### src/sv/pdm_pkg.sv
// ----------------------------------------------------------------------------
// pdm_pkg
// Shared types, constants and helpers for the pairwise distance matrix unit.
// ----------------------------------------------------------------------------
package pdm_pkg;

  localparam int unsigned MAX_ATOMS_DEF = 64;

  localparam int unsigned COORD_W    = 24;
  localparam int unsigned ATOM_W     = 3 * COORD_W;
  localparam int unsigned DIFF_W     = COORD_W + 1;
  localparam int unsigned SQ_W       = 2 * DIFF_W;
  localparam int unsigned SUM_W      = SQ_W;
  localparam int unsigned ROOT_W     = SUM_W / 2;
  localparam int unsigned IDX_W      = 6;
  localparam int unsigned DIST_W     = 25;
  localparam int unsigned CNT_W      = 7;
  localparam int unsigned ROOT_STEPS = ROOT_W;
  localparam int unsigned STEP_W     = $clog2(ROOT_STEPS);
  localparam int unsigned MUL_STEPS  = 4;

  localparam logic [CNT_W-1:0] CNT_RESET = CNT_W'(64);

  typedef struct packed {
    logic signed [COORD_W-1:0] x_coord;
    logic signed [COORD_W-1:0] y_coord;
    logic signed [COORD_W-1:0] z_coord;
  } atom_in_t;

  typedef struct packed {
    logic [IDX_W-1:0]  row_index;
    logic [IDX_W-1:0]  column_index;
    logic [DIST_W-1:0] distance;
    logic              last_of_run;
    logic              conformer_end;
  } result_t;

  typedef enum logic [2:0] {
    ST_IDLE,
    ST_READ,
    ST_DIFF,
    ST_MUL,
    ST_RINIT,
    ST_ROOT,
    ST_EMIT
  } ctrl_state_e;

  typedef enum logic [1:0] {
    AXIS_X,
    AXIS_Y,
    AXIS_Z
  } axis_e;

  typedef struct packed {
    logic  load_atom;
    logic  rd_en;
    logic  diff_en;
    logic  mul_en;
    axis_e mul_sel;
    logic  acc_ld;
    logic  acc_add;
    logic  root_init;
    logic  root_step;
    logic  out_load;
    logic  out_last;
    logic  out_conf_end;
  } pdm_cmd_t;

  typedef struct packed {
    logic out_free;
  } pdm_sts_t;

  // |a - b| of two signed coordinates, one bit wider than a coordinate
  function automatic logic [DIFF_W-1:0] abs_diff(logic signed [COORD_W-1:0] a,
                                                 logic signed [COORD_W-1:0] b);
    logic signed [DIFF_W-1:0] d;
    d = DIFF_W'(a) - DIFF_W'(b);
    return d[DIFF_W-1] ? DIFF_W'(-d) : DIFF_W'(d);
  endfunction

endpackage

### src/sv/pdm_ctrl.sv
// ----------------------------------------------------------------------------
// pdm_ctrl
// Sequencer: row/column/position counters, atom count register and the
// per-distance command schedule for the datapath.
// ----------------------------------------------------------------------------
module pdm_ctrl #(
  parameter int unsigned MAX_ATOMS = pdm_pkg::MAX_ATOMS_DEF
) (
  input  logic                         clk_i,
  input  logic                         rst_ni,
  input  logic                         cfg_valid_i,
  input  logic [pdm_pkg::CNT_W-1:0]    cfg_data_i,
  input  logic                         in_valid_i,
  output logic                         in_ready_o,
  input  pdm_pkg::pdm_sts_t            sts_i,
  output pdm_pkg::pdm_cmd_t            cmd_o,
  output logic [$clog2(MAX_ATOMS)-1:0] wr_addr_o,
  output logic [$clog2(MAX_ATOMS)-1:0] rd_addr_o,
  output logic [$clog2(MAX_ATOMS)-1:0] row_o,
  output logic [$clog2(MAX_ATOMS)-1:0] col_o
);
  import pdm_pkg::*;

  localparam int unsigned AW = $clog2(MAX_ATOMS);
  localparam int unsigned CW = (CNT_W > $clog2(MAX_ATOMS + 1)) ? CNT_W
                                                               : $clog2(MAX_ATOMS + 1);

  ctrl_state_e       state_q, state_d;
  logic [CNT_W-1:0]  count_q;
  logic [AW-1:0]     pos_q, pos_d;
  logic [AW-1:0]     row_q, row_d;
  logic [AW-1:0]     col_q, col_d;
  logic              rlast_q, rlast_d;
  logic [STEP_W-1:0] step_q, step_d;
  logic [CW-1:0]     cnt_ext;
  logic [CW-1:0]     eff_n;
  logic [AW-1:0]     j_sel;

  // effective count: zero acts as one, large values saturate
  assign cnt_ext = CW'(count_q);
  assign eff_n   = (count_q == '0)              ? CW'(1) :
                   (cnt_ext > CW'(MAX_ATOMS))   ? CW'(MAX_ATOMS) : cnt_ext;
  // position left beyond a lowered count restarts the conformer
  assign j_sel   = (CW'(pos_q) >= eff_n) ? '0 : pos_q;

  always_ff @(posedge clk_i or negedge rst_ni) begin
    if (!rst_ni) begin
      state_q <= ST_IDLE;
      count_q <= CNT_RESET;
      pos_q   <= '0;
      row_q   <= '0;
      col_q   <= '0;
      rlast_q <= 1'b0;
      step_q  <= '0;
    end else begin
      state_q <= state_d;
      pos_q   <= pos_d;
      row_q   <= row_d;
      col_q   <= col_d;
      rlast_q <= rlast_d;
      step_q  <= step_d;
      if (cfg_valid_i) begin
        count_q <= cfg_data_i;
      end
    end
  end

  always_comb begin
    state_d    = state_q;
    pos_d      = pos_q;
    row_d      = row_q;
    col_d      = col_q;
    rlast_d    = rlast_q;
    step_d     = step_q;
    cmd_o      = '0;
    in_ready_o = 1'b0;
    unique case (state_q)
      ST_IDLE: begin
        in_ready_o = 1'b1;
        if (in_valid_i) begin
          cmd_o.load_atom = 1'b1;
          row_d   = j_sel;
          col_d   = '0;
          rlast_d = (CW'(j_sel) == CW'(eff_n - CW'(1)));
          pos_d   = (CW'(CW'(j_sel) + CW'(1)) >= eff_n) ? '0 : AW'(j_sel + AW'(1));
          state_d = ST_READ;
        end
      end
      ST_READ: begin
        cmd_o.rd_en = 1'b1;
        state_d     = ST_DIFF;
      end
      ST_DIFF: begin
        cmd_o.diff_en = 1'b1;
        step_d        = '0;
        state_d       = ST_MUL;
      end
      ST_MUL: begin
        // squares go out one per cycle; the accumulator takes each one from the product register
        cmd_o.mul_en  = (step_q < STEP_W'(MUL_STEPS - 1));
        cmd_o.mul_sel = (step_q == STEP_W'(1)) ? AXIS_Y :
                        (step_q == STEP_W'(2)) ? AXIS_Z : AXIS_X;
        cmd_o.acc_ld  = (step_q == STEP_W'(1));
        cmd_o.acc_add = (step_q >= STEP_W'(2));
        if (step_q == STEP_W'(MUL_STEPS - 1)) begin
          step_d  = '0;
          state_d = ST_RINIT;
        end else begin
          step_d = step_q + STEP_W'(1);
        end
      end
      ST_RINIT: begin
        cmd_o.root_init = 1'b1;
        step_d          = '0;
        state_d         = ST_ROOT;
      end
      ST_ROOT: begin
        cmd_o.root_step = 1'b1;
        if (step_q == STEP_W'(ROOT_STEPS - 1)) begin
          step_d  = '0;
          state_d = ST_EMIT;
        end else begin
          step_d = step_q + STEP_W'(1);
        end
      end
      ST_EMIT: begin
        if (sts_i.out_free) begin
          cmd_o.out_load     = 1'b1;
          cmd_o.out_last     = (col_q == row_q);
          cmd_o.out_conf_end = (col_q == row_q) && rlast_q;
          if (col_q == row_q) begin
            state_d = ST_IDLE;
          end else begin
            col_d   = col_q + AW'(1);
            state_d = ST_READ;
          end
        end
      end
      default: begin
        state_d = ST_IDLE;
      end
    endcase
  end

  assign wr_addr_o = j_sel;
  assign rd_addr_o = col_q;
  assign row_o     = row_q;
  assign col_o     = col_q;

endmodule

### config.mk
export PLATFORM = sky130hd
export DESIGN_NAME = pdm_ctrl
export DESIGN_NICKNAME = d
export VERILOG_FILES = /design/src/sv/pdm_pkg.sv /design/src/sv/pdm_ctrl.sv
export SDC_FILE = /design/constraint.sdc
export NUM_CORES = 1
export LEC_CHECK = 0
export BUFFER_PORTS_ARGS = -buffer_cell sky130_fd_sc_hd__buf_4
export CORE_ASPECT_RATIO = 0.75
export CORE_MARGIN = 5
export CORE_UTILIZATION = 50
export DETAILED_ROUTE_END_ITERATION = 10
export PLACE_DENSITY = 0.76
export SYNTH_ARGS = -nofsm -noshare
export SYNTH_HDL_FRONTEND = slang
export SYNTH_SLANG_ARGS = --single-unit
### constraint.sdc
create_clock -name clk_i -period 3.5 [get_ports clk_i]
set_clock_uncertainty 0.05 [all_clocks]
set_input_delay 0.175 -clock clk_i [delete_from_list [all_inputs] [get_ports clk_i]]
set_output_delay 0.175 -clock clk_i [all_outputs]
set_load 0.01 [all_outputs]
==> results of run 1 <==
## worst min-delay path by stage
stage               cells after the start    endpoint     startpoint
finish                                  3  cnt_ext[6]  cfg_data_i[6]
global route                            3  cnt_ext[6]  cfg_data_i[6]
CTS                                     3  cnt_ext[6]  cfg_data_i[6]
detailed placement                      1    col_o[4]         rst_ni
global placement                        1    col_o[2]         rst_ni
floorplan                               0  cnt_ext[0]         rst_ni
## cells in the mapped netlist, drive strengths merged, types with 2 or more instances
cell,instances
xnor2,9
a31oi,3
inv,18
or2,2
o31ai,5
a221oi,2
nand2b,7
mux2i,2
or4,2
mux2,11
a21oi,15
and2,6
a22o,2
nand3,10
o41ai,5
o21ai,16
o21a,2
nor2,20
o211ai,3
clkbuf,8
a21o,4
nor2b,6
nor3,6
a311oi,3
nand2,32
buf,10
nor4,4
xor2,7
dfrtp,33
ha,20
and3,3
## through the flow
stage / setup TNS (ps) / worst slack [ps]
2_1_floorplan: -19.73 / -19.73
4_1_cts: -7.000 / -7.000
3_3_place_gp: 0 / 74.06
5_1_grt: -371.6 / -80.94
3_5_place_dp: -271.2 / -87.84
6_report: 0 / 85.04
## cell families (layout without fill, tap and decap cells)
kind of cell | after synthesis | in the layout | share of synthesized area (%)
AO/OA/AOI/OAI | 69 | 69 | 18.71
XOR/XNOR | 16 | 16 | 5.472
flip-flops | 34 | 34 | 33.27
multiplexers | 13 | 13 | 5.764
buffers and inverters | 36 | 95 | 6.791
adder cells (fa/ha/maj) | 20 | 20 | 9.770
AND/OR/NAND/NOR | 103 | 103 | 20.23
## flip-flops by register name, indices dropped and copies added (netlist names)
| signal | flops |
|---|---|
| cnt_ext | 7 |
| col_o | 6 |
| pos_q | 6 |
| rlast_q | 1 |
| row_o | 6 |
| state_q | 3 |
| step_q | 5 |
## routing by layer
metal | part of all wire, % | wire length, µm | vias to the layer above | track usage [%]
met5 | 0 | 0 | - | 0
met1 | 49 | 3175 | 1122 | 27.95
li1 | - | - | 1158 | -
met3 | 4.9 | 319 | 4 | 3.834
met4 | 0.54 | 35 | 0 | 4.228
met2 | 46 | 2963 | 59 | 30.79
## cell type report
cell class / count / area [µm²]
fillers: 406 / 1657
multi-input cells: 221 / 1645
flip-flops and latches: 34 / 852.1
repair buffers: 69 / 520.5
clock buffers: 8 / 110.1
well taps: 60 / 75.07
inverters: 18 / 67.56
## repair_timing
action	CTS	global route
resized for setup	5	7
hold buffers	1	0
endpoints found under the setup margin	6	6
endpoints found under the hold margin	33	0
pin swaps	1	11
setup buffers	0	3
gates cloned	0	0
## power breakdown
group          leakage [µW]  internal (µW)  switching, µW
Combinational       0.00108            578            694
Sequential         0.000437            487            140
Clock             0.0000575            199            138
Total               0.00157           1260            972
## layout by cell type (no fill, tap or decap), types with 3 or more instances in the layout
| cell | synthesis | final |
|---|---|---|
| a21o_1 | 4 | 4 |
| a21oi_1 | 14 | 13 |
| a311oi_1 | 3 | 3 |
| a31oi_1 | 3 | 3 |
| and2_1 | 6 | 5 |
| and3_1 | 3 | 3 |
| buf_4 | 8 | 68 |
| clkbuf_8 | 0 | 8 |
| dfrtp_1 | 33 | 33 |
| ha_1 | 20 | 18 |
| inv_1 | 16 | 16 |
| mux2_2 | 9 | 9 |
| nand2_1 | 32 | 32 |
| nand2b_1 | 7 | 7 |
| nand3_1 | 10 | 9 |
| nor2_1 | 20 | 19 |
| nor2b_1 | 6 | 5 |
| nor3_1 | 6 | 6 |
| o211ai_1 | 3 | 3 |
| o21ai_0 | 5 | 5 |
| o21ai_1 | 11 | 9 |
| o31ai_1 | 5 | 4 |
| o41ai_2 | 2 | 4 |
| xnor2_1 | 9 | 8 |
| xor2_1 | 7 | 7 |
## worst reg2reg max path, stage by stage (launching register included)
cell      delay, ps
dfrtp_1         380
or2_4           260
nor4_2          140
o21ai_1         130
inv_1           120
ha_4            220
nor2b_4         110
o21ai_2          80
a21o_1          200
nor2_4          120
ha_4            160
nand3_4          90
xnor2_2         160
nor2_1           60
ha_1            300
o211ai_1        100
o21a_1          220
o21ai_4         270
o311ai_1        110
==> results.md, run 1 <==
- Dpl cell area: between 3000 and 4000 µm²
- Mapped Cells: just under 300
- Crit path depth: 18
- Leading area contributor after synthesis: dfrtp_1
- Yosys warns: 0
- Post-layout min period: 3415 ps
- Dpl hpwl: 4.895 mm
- Final worst-path cycle share: between 90% and 100%
- Die Ht: about 70 µm
- Via/cell ratio: ~5.7
- Asr flop ratio synth: 100.0%
- Clock Path Buffers: 2
- Largest net degree at the start of global routing: 35
- DIE AREA: 6669 µm²
- Clock root buffer: clkbuf_8
- Synthesized area per cell: 8.801 µm²
- Critical path origin: cnt_ext[5]
- Global-route wire length before repair: about 11 mm
- Worst hold path type: in -> reg
- IO Port Bufs: between 40 and 50
- Grt ovf: 0
- Placed Cells incl. Taps: 398
- TritonCTS clock tree: yes
- Relative slew margins: 64.53%
- CP peak stage delay: around 380 ps
- Clock sinks: 34
- RD Place Congestion: 0.9033
- Standard cell core area: just under 5000 µm²
- Lkg Pwr: between 0.0015 and 0.002 µW
- End of the critical path: pos_q[2]
- FF-to-FF path depth: 18
- # setup viols final: 0
- Data arrival, critical path: roughly 3500 ps
- Worst-path clk slew: 70 ps
- Max Cap Viol: 0
- Max-slew violations: 0
- Util after Layout: approximately two thirds
- Worst Path Max Fanout: 6
- FP Rows: 22
- Die span in x: a little over 90 µm
- Unrepaired setup endpoints after global routing: yes
- Cells along the critical path: or2_4, nor4_2, o21ai_1, inv_1, ha_4, nor2b_4, o21ai_2, a21o_1, nor2_4, ha_4, nand3_4, xnor2_2, nor2_1, ha_1, o211ai_1, o21a_1, o21ai_4, o311ai_1
- ANT cells: 0
- Cell mode on critical path: ha_4
- Worst-Skew Late Latency: 280 ps
- CP Capture Type: flop
- Power per cell area: just under 700 nW/µm²
- Total GRT Usage: between 10% and 20%
- DRT antenna net count: 0
- Post-synth top area share: between 30 and 40%
- I/O pin count: 50
- FF-to-FF End: pos_q[2]
- Worst hold slack: 52.77 ps
- Critical path type: reg -> reg
- Worst r2r src: cnt_ext[5]
- Most used flip-flop cell after synthesis: dfrtp_1
- Final hold vios: 0
- Yosys reg bits: 34
- Number of iterations in the first detailed-routing pass: 4
- Final WL: about 6.5 mm
- Total chip power: 2235 µW
- H-Tree Depth: 2
- Synthesized area: roughly 2600 µm²
- Num CTS Buffers: 5
- Cell Count, Final, Fillers Out: 410
- Drt wl/cell: 15.84 µm
- Top cells by area, synth: dfrtp_1 (32%), ha_1 (9.8%), nand2_1 (4.7%), mux2_2 (4.0%), xnor2_1 (3.1%)
- Initial Util: 51.98%
- Share of cells above drive strength 1: between 30% and 40%
- Worst-Margin Slew: ~530 ps
- FMAX: around 290 MHz
- Detailed-route DRC error count: 0
- CP Launch Type: flop
- Layout area overhead: 27.70%
- Post-Syn Nets: ~320
- DR vias: ~2300
- Final nets: 381
- Crit path max-delay family: compound AO/OA/AOI/OAI gates
- Synth unique cells: 55
- Vias in the first global route: around 2200
- Initial antenna violation count: 0
- Sequential fraction of the synthesis area: around 33%
- Design area: 3271 µm²
- Peak VDD IR: 384.2 µV
- 1st-iter DRT viols: roughly 130
- Number of synthesized flops with an enable pin: 0
- R2R setup slack: 90 ps
- Crit-path slowest cell: dfrtp_1
- Worst EP required: 3600 ps
- Status: complete, no violations
- Buf/Inv on CP: 1
(Power assumes the default switching activity.)
==> inputs of run 2 (changes only) <==
CORE_UTILIZATION = 55   (was 50)
PLACE_DENSITY = 0.8   (was 0.76)
clock period = 3.8 ns   (was 3.5 ns; I/O delays follow)
==> run 2 against run 1 <==
- worst hold slack improved by 11 ps
- wire length fell by 1.8%
- sequential share of layout area increased by 1.2 points
- critical path depth is the same
- final area shrank 4.2%
- worst setup slack improved by 75 ps
- global-route usage grew 1.0 points
- total power is 13% lower
- combinational power down 13%
- critical path type unchanged
==> results.md, run 2 (synthesized netlist as in run 1, its figures left out) <==
- Total chip power: 1939 µW
- Clock Path Buffers: 2
- Peak VDD IR: 466.8 µV
- Cells along the critical path: or2_4, nor4_2, o21ai_1, inv_1, ha_1, nor2b_1, o21ai_2, a21o_1, nor2_4, ha_4, nand3_1, xnor2_2, nor2_1, ha_1, a21oi_1, o21a_1, o21ai_4, o311ai_1
- ANT cells: 0
- Relative slew margins: 62.60%
- 1st-iter DRT viols: ~240
- RD Place Congestion: ~0.97
- Commonest non-fill, non-tap cell in the layout: buf_4
- CP peak stage delay: 400 ps
- DRT antenna net count: 0
- Worst Path Max Fanout: 6
- Final hold vios: 0
- Power per cell area: 619.3 nW/µm²
- Worst-Margin Slew: 555.9 ps
- Grt ovf: 0
- Largest net degree at the start of global routing: 35
- Post-layout min period: approximately 3600 ps
- Initial Util: 57.00%
- Final WL: 6.376 mm
- CP Capture Type: flop
- Max Cap Viol: 0
- Largest register FFs: 7
- # setup viols final: 0
- Standard cell core area: between 4000 and 5000 µm²
- DR vias: 2391
- Initial antenna violation count: 0
- FMAX: approximately 270 MHz
- IO Port Bufs: 49
- Clock root buffer: clkbuf_8
- Die Ht: around 69 µm
- Lkg Pwr: around 0.0015 µW
- Final nets: roughly 370
- Data arrival, critical path: between 3000 and 4000 ps
- Max-slew violations: 0
- Worst hold slack: roughly 64 ps
- Critical path type: reg -> reg
- Worst-path clk slew: around 70 ps
- Number of iterations in the first detailed-routing pass: 5
- FP Rows: 21
- Crit-path slowest cell: dfrtp_1
- Dpl hpwl: 4.791 mm
- Layout area overhead: 22.28%
- Cell mode on critical path: ha_1
- Worst hold path type: in -> reg
- DIE AREA: approximately 6000 µm²
- Commonest non-fill, non-tap cells in the layout: buf_4 (61), dfrtp_1 (33), nand2_1 (32)
- Worst-Skew Late Latency: 280 ps
- Final worst-path cycle share: between 90% and 100%
- Share of cells above drive strength 1: between 20% and 30%
- TritonCTS clock tree: yes
- CP Launch Type: flop
- Clock sinks: 34
- Via/cell ratio: between 5 and 6
- Crit path max-delay family: compound AO/OA/AOI/OAI gates
- Total GRT Usage: between 20% and 30%
- Worst EP required: 3920 ps
- Placed Cells incl. Taps: 386
- Design area: about 3100 µm²
- Dpl cell area: roughly 3000 µm²
- Die span in x: roughly 89 µm
- Buf/Inv on CP: 1
- Detailed-route DRC error count: 0
- Cell Count, Final, Fillers Out: 399
- Global-route wire length before repair: 10.14 mm
- Util after Layout: a little over two thirds
- Drt wl/cell: 15.98 µm
- I/O pin count: 50
- Num CTS Buffers: 5
- Status: complete, no violations
- H-Tree Depth: 2
- Vias in the first global route: between 2000 and 2500
-- run 2: per-layer routing --
layer | global-route usage [%] | routed length, µm | vias up
met4 | 5.201 | 96 | 0
met1 | 29.11 | 2818 | 1142
met2 | 31.38 | 3000 | 98
met3 | 4.643 | 460 | 12
met5 | 0 | 0 | -
li1 | - | - | 1139
-- run 2: path summary, 6_finish.rpt --
check | start | end | slack [ps] | cells past startpoint
max | cnt_ext[5] | pos_q[2] | 160 | 18
min reg2reg | pos_q[0] | pos_q[0] | 470 | 2
max in group asynchronous | rst_ni | cnt_ext[6] | 3010 | 2
max reg2reg | cnt_ext[5] | pos_q[2] | 160 | 18
min in group asynchronous | rst_ni | col_o[4] | 340 | 2
min | cfg_valid_i | cnt_ext[6] | 60 | 2
-- run 2: timing repair --
item                                    4_1_cts  5_1_grt
hold buffers                                  1        0
gates resized for setup                       0       11
setup buffers                                 0        5
hold endpoints to repair                     33        0
endpoints found under the setup margin        0        6
-- run 2: area by class of cell --
| cell class | count | area (µm²) |
|---|---|---|
| multi-input combinational | 221 | 1597 |
| fill | 362 | 1361 |
| inverter | 18 | 67.56 |
| tap | 57 | 71.32 |
| clock buffer | 7 | 76.32 |
| timing repair buffer | 62 | 467.9 |
| sequential | 34 | 852.1 |
-- run 2: through the flow --
| step | setup TNS, ps | setup WS, ps |
|---|---|---|
| after floorplan | 0 | 67.27 |
| after global placement | 0 | 222.9 |
| after detailed placement | 0 | 57.73 |
| after CTS | 0 | 32.39 |
| after global routing | -228.5 | -96.13 |
| final | 0 | 160.0 |
-- run 2: worst reg2reg max path: cells and delay by family, from the launching register on --
| kind | cells | cell delay, ps |
|---|---|---|
| adders and majority gates | 3 | 710 |
| xor gates and xnor gates | 1 | 210 |
| and+or+nand+nor | 6 | 880 |
| DFF | 1 | 400 |
| AOI/OAI and AO/OA | 7 | 1180 |
| buffers and inverters | 1 | 90 |
-- run 2: power by group --
part           switching (µW)  internal (µW)  total [µW]
registers                 140            448         588
logic                     602            496        1100
clock network             127            126         253
total                     869           1070        1940
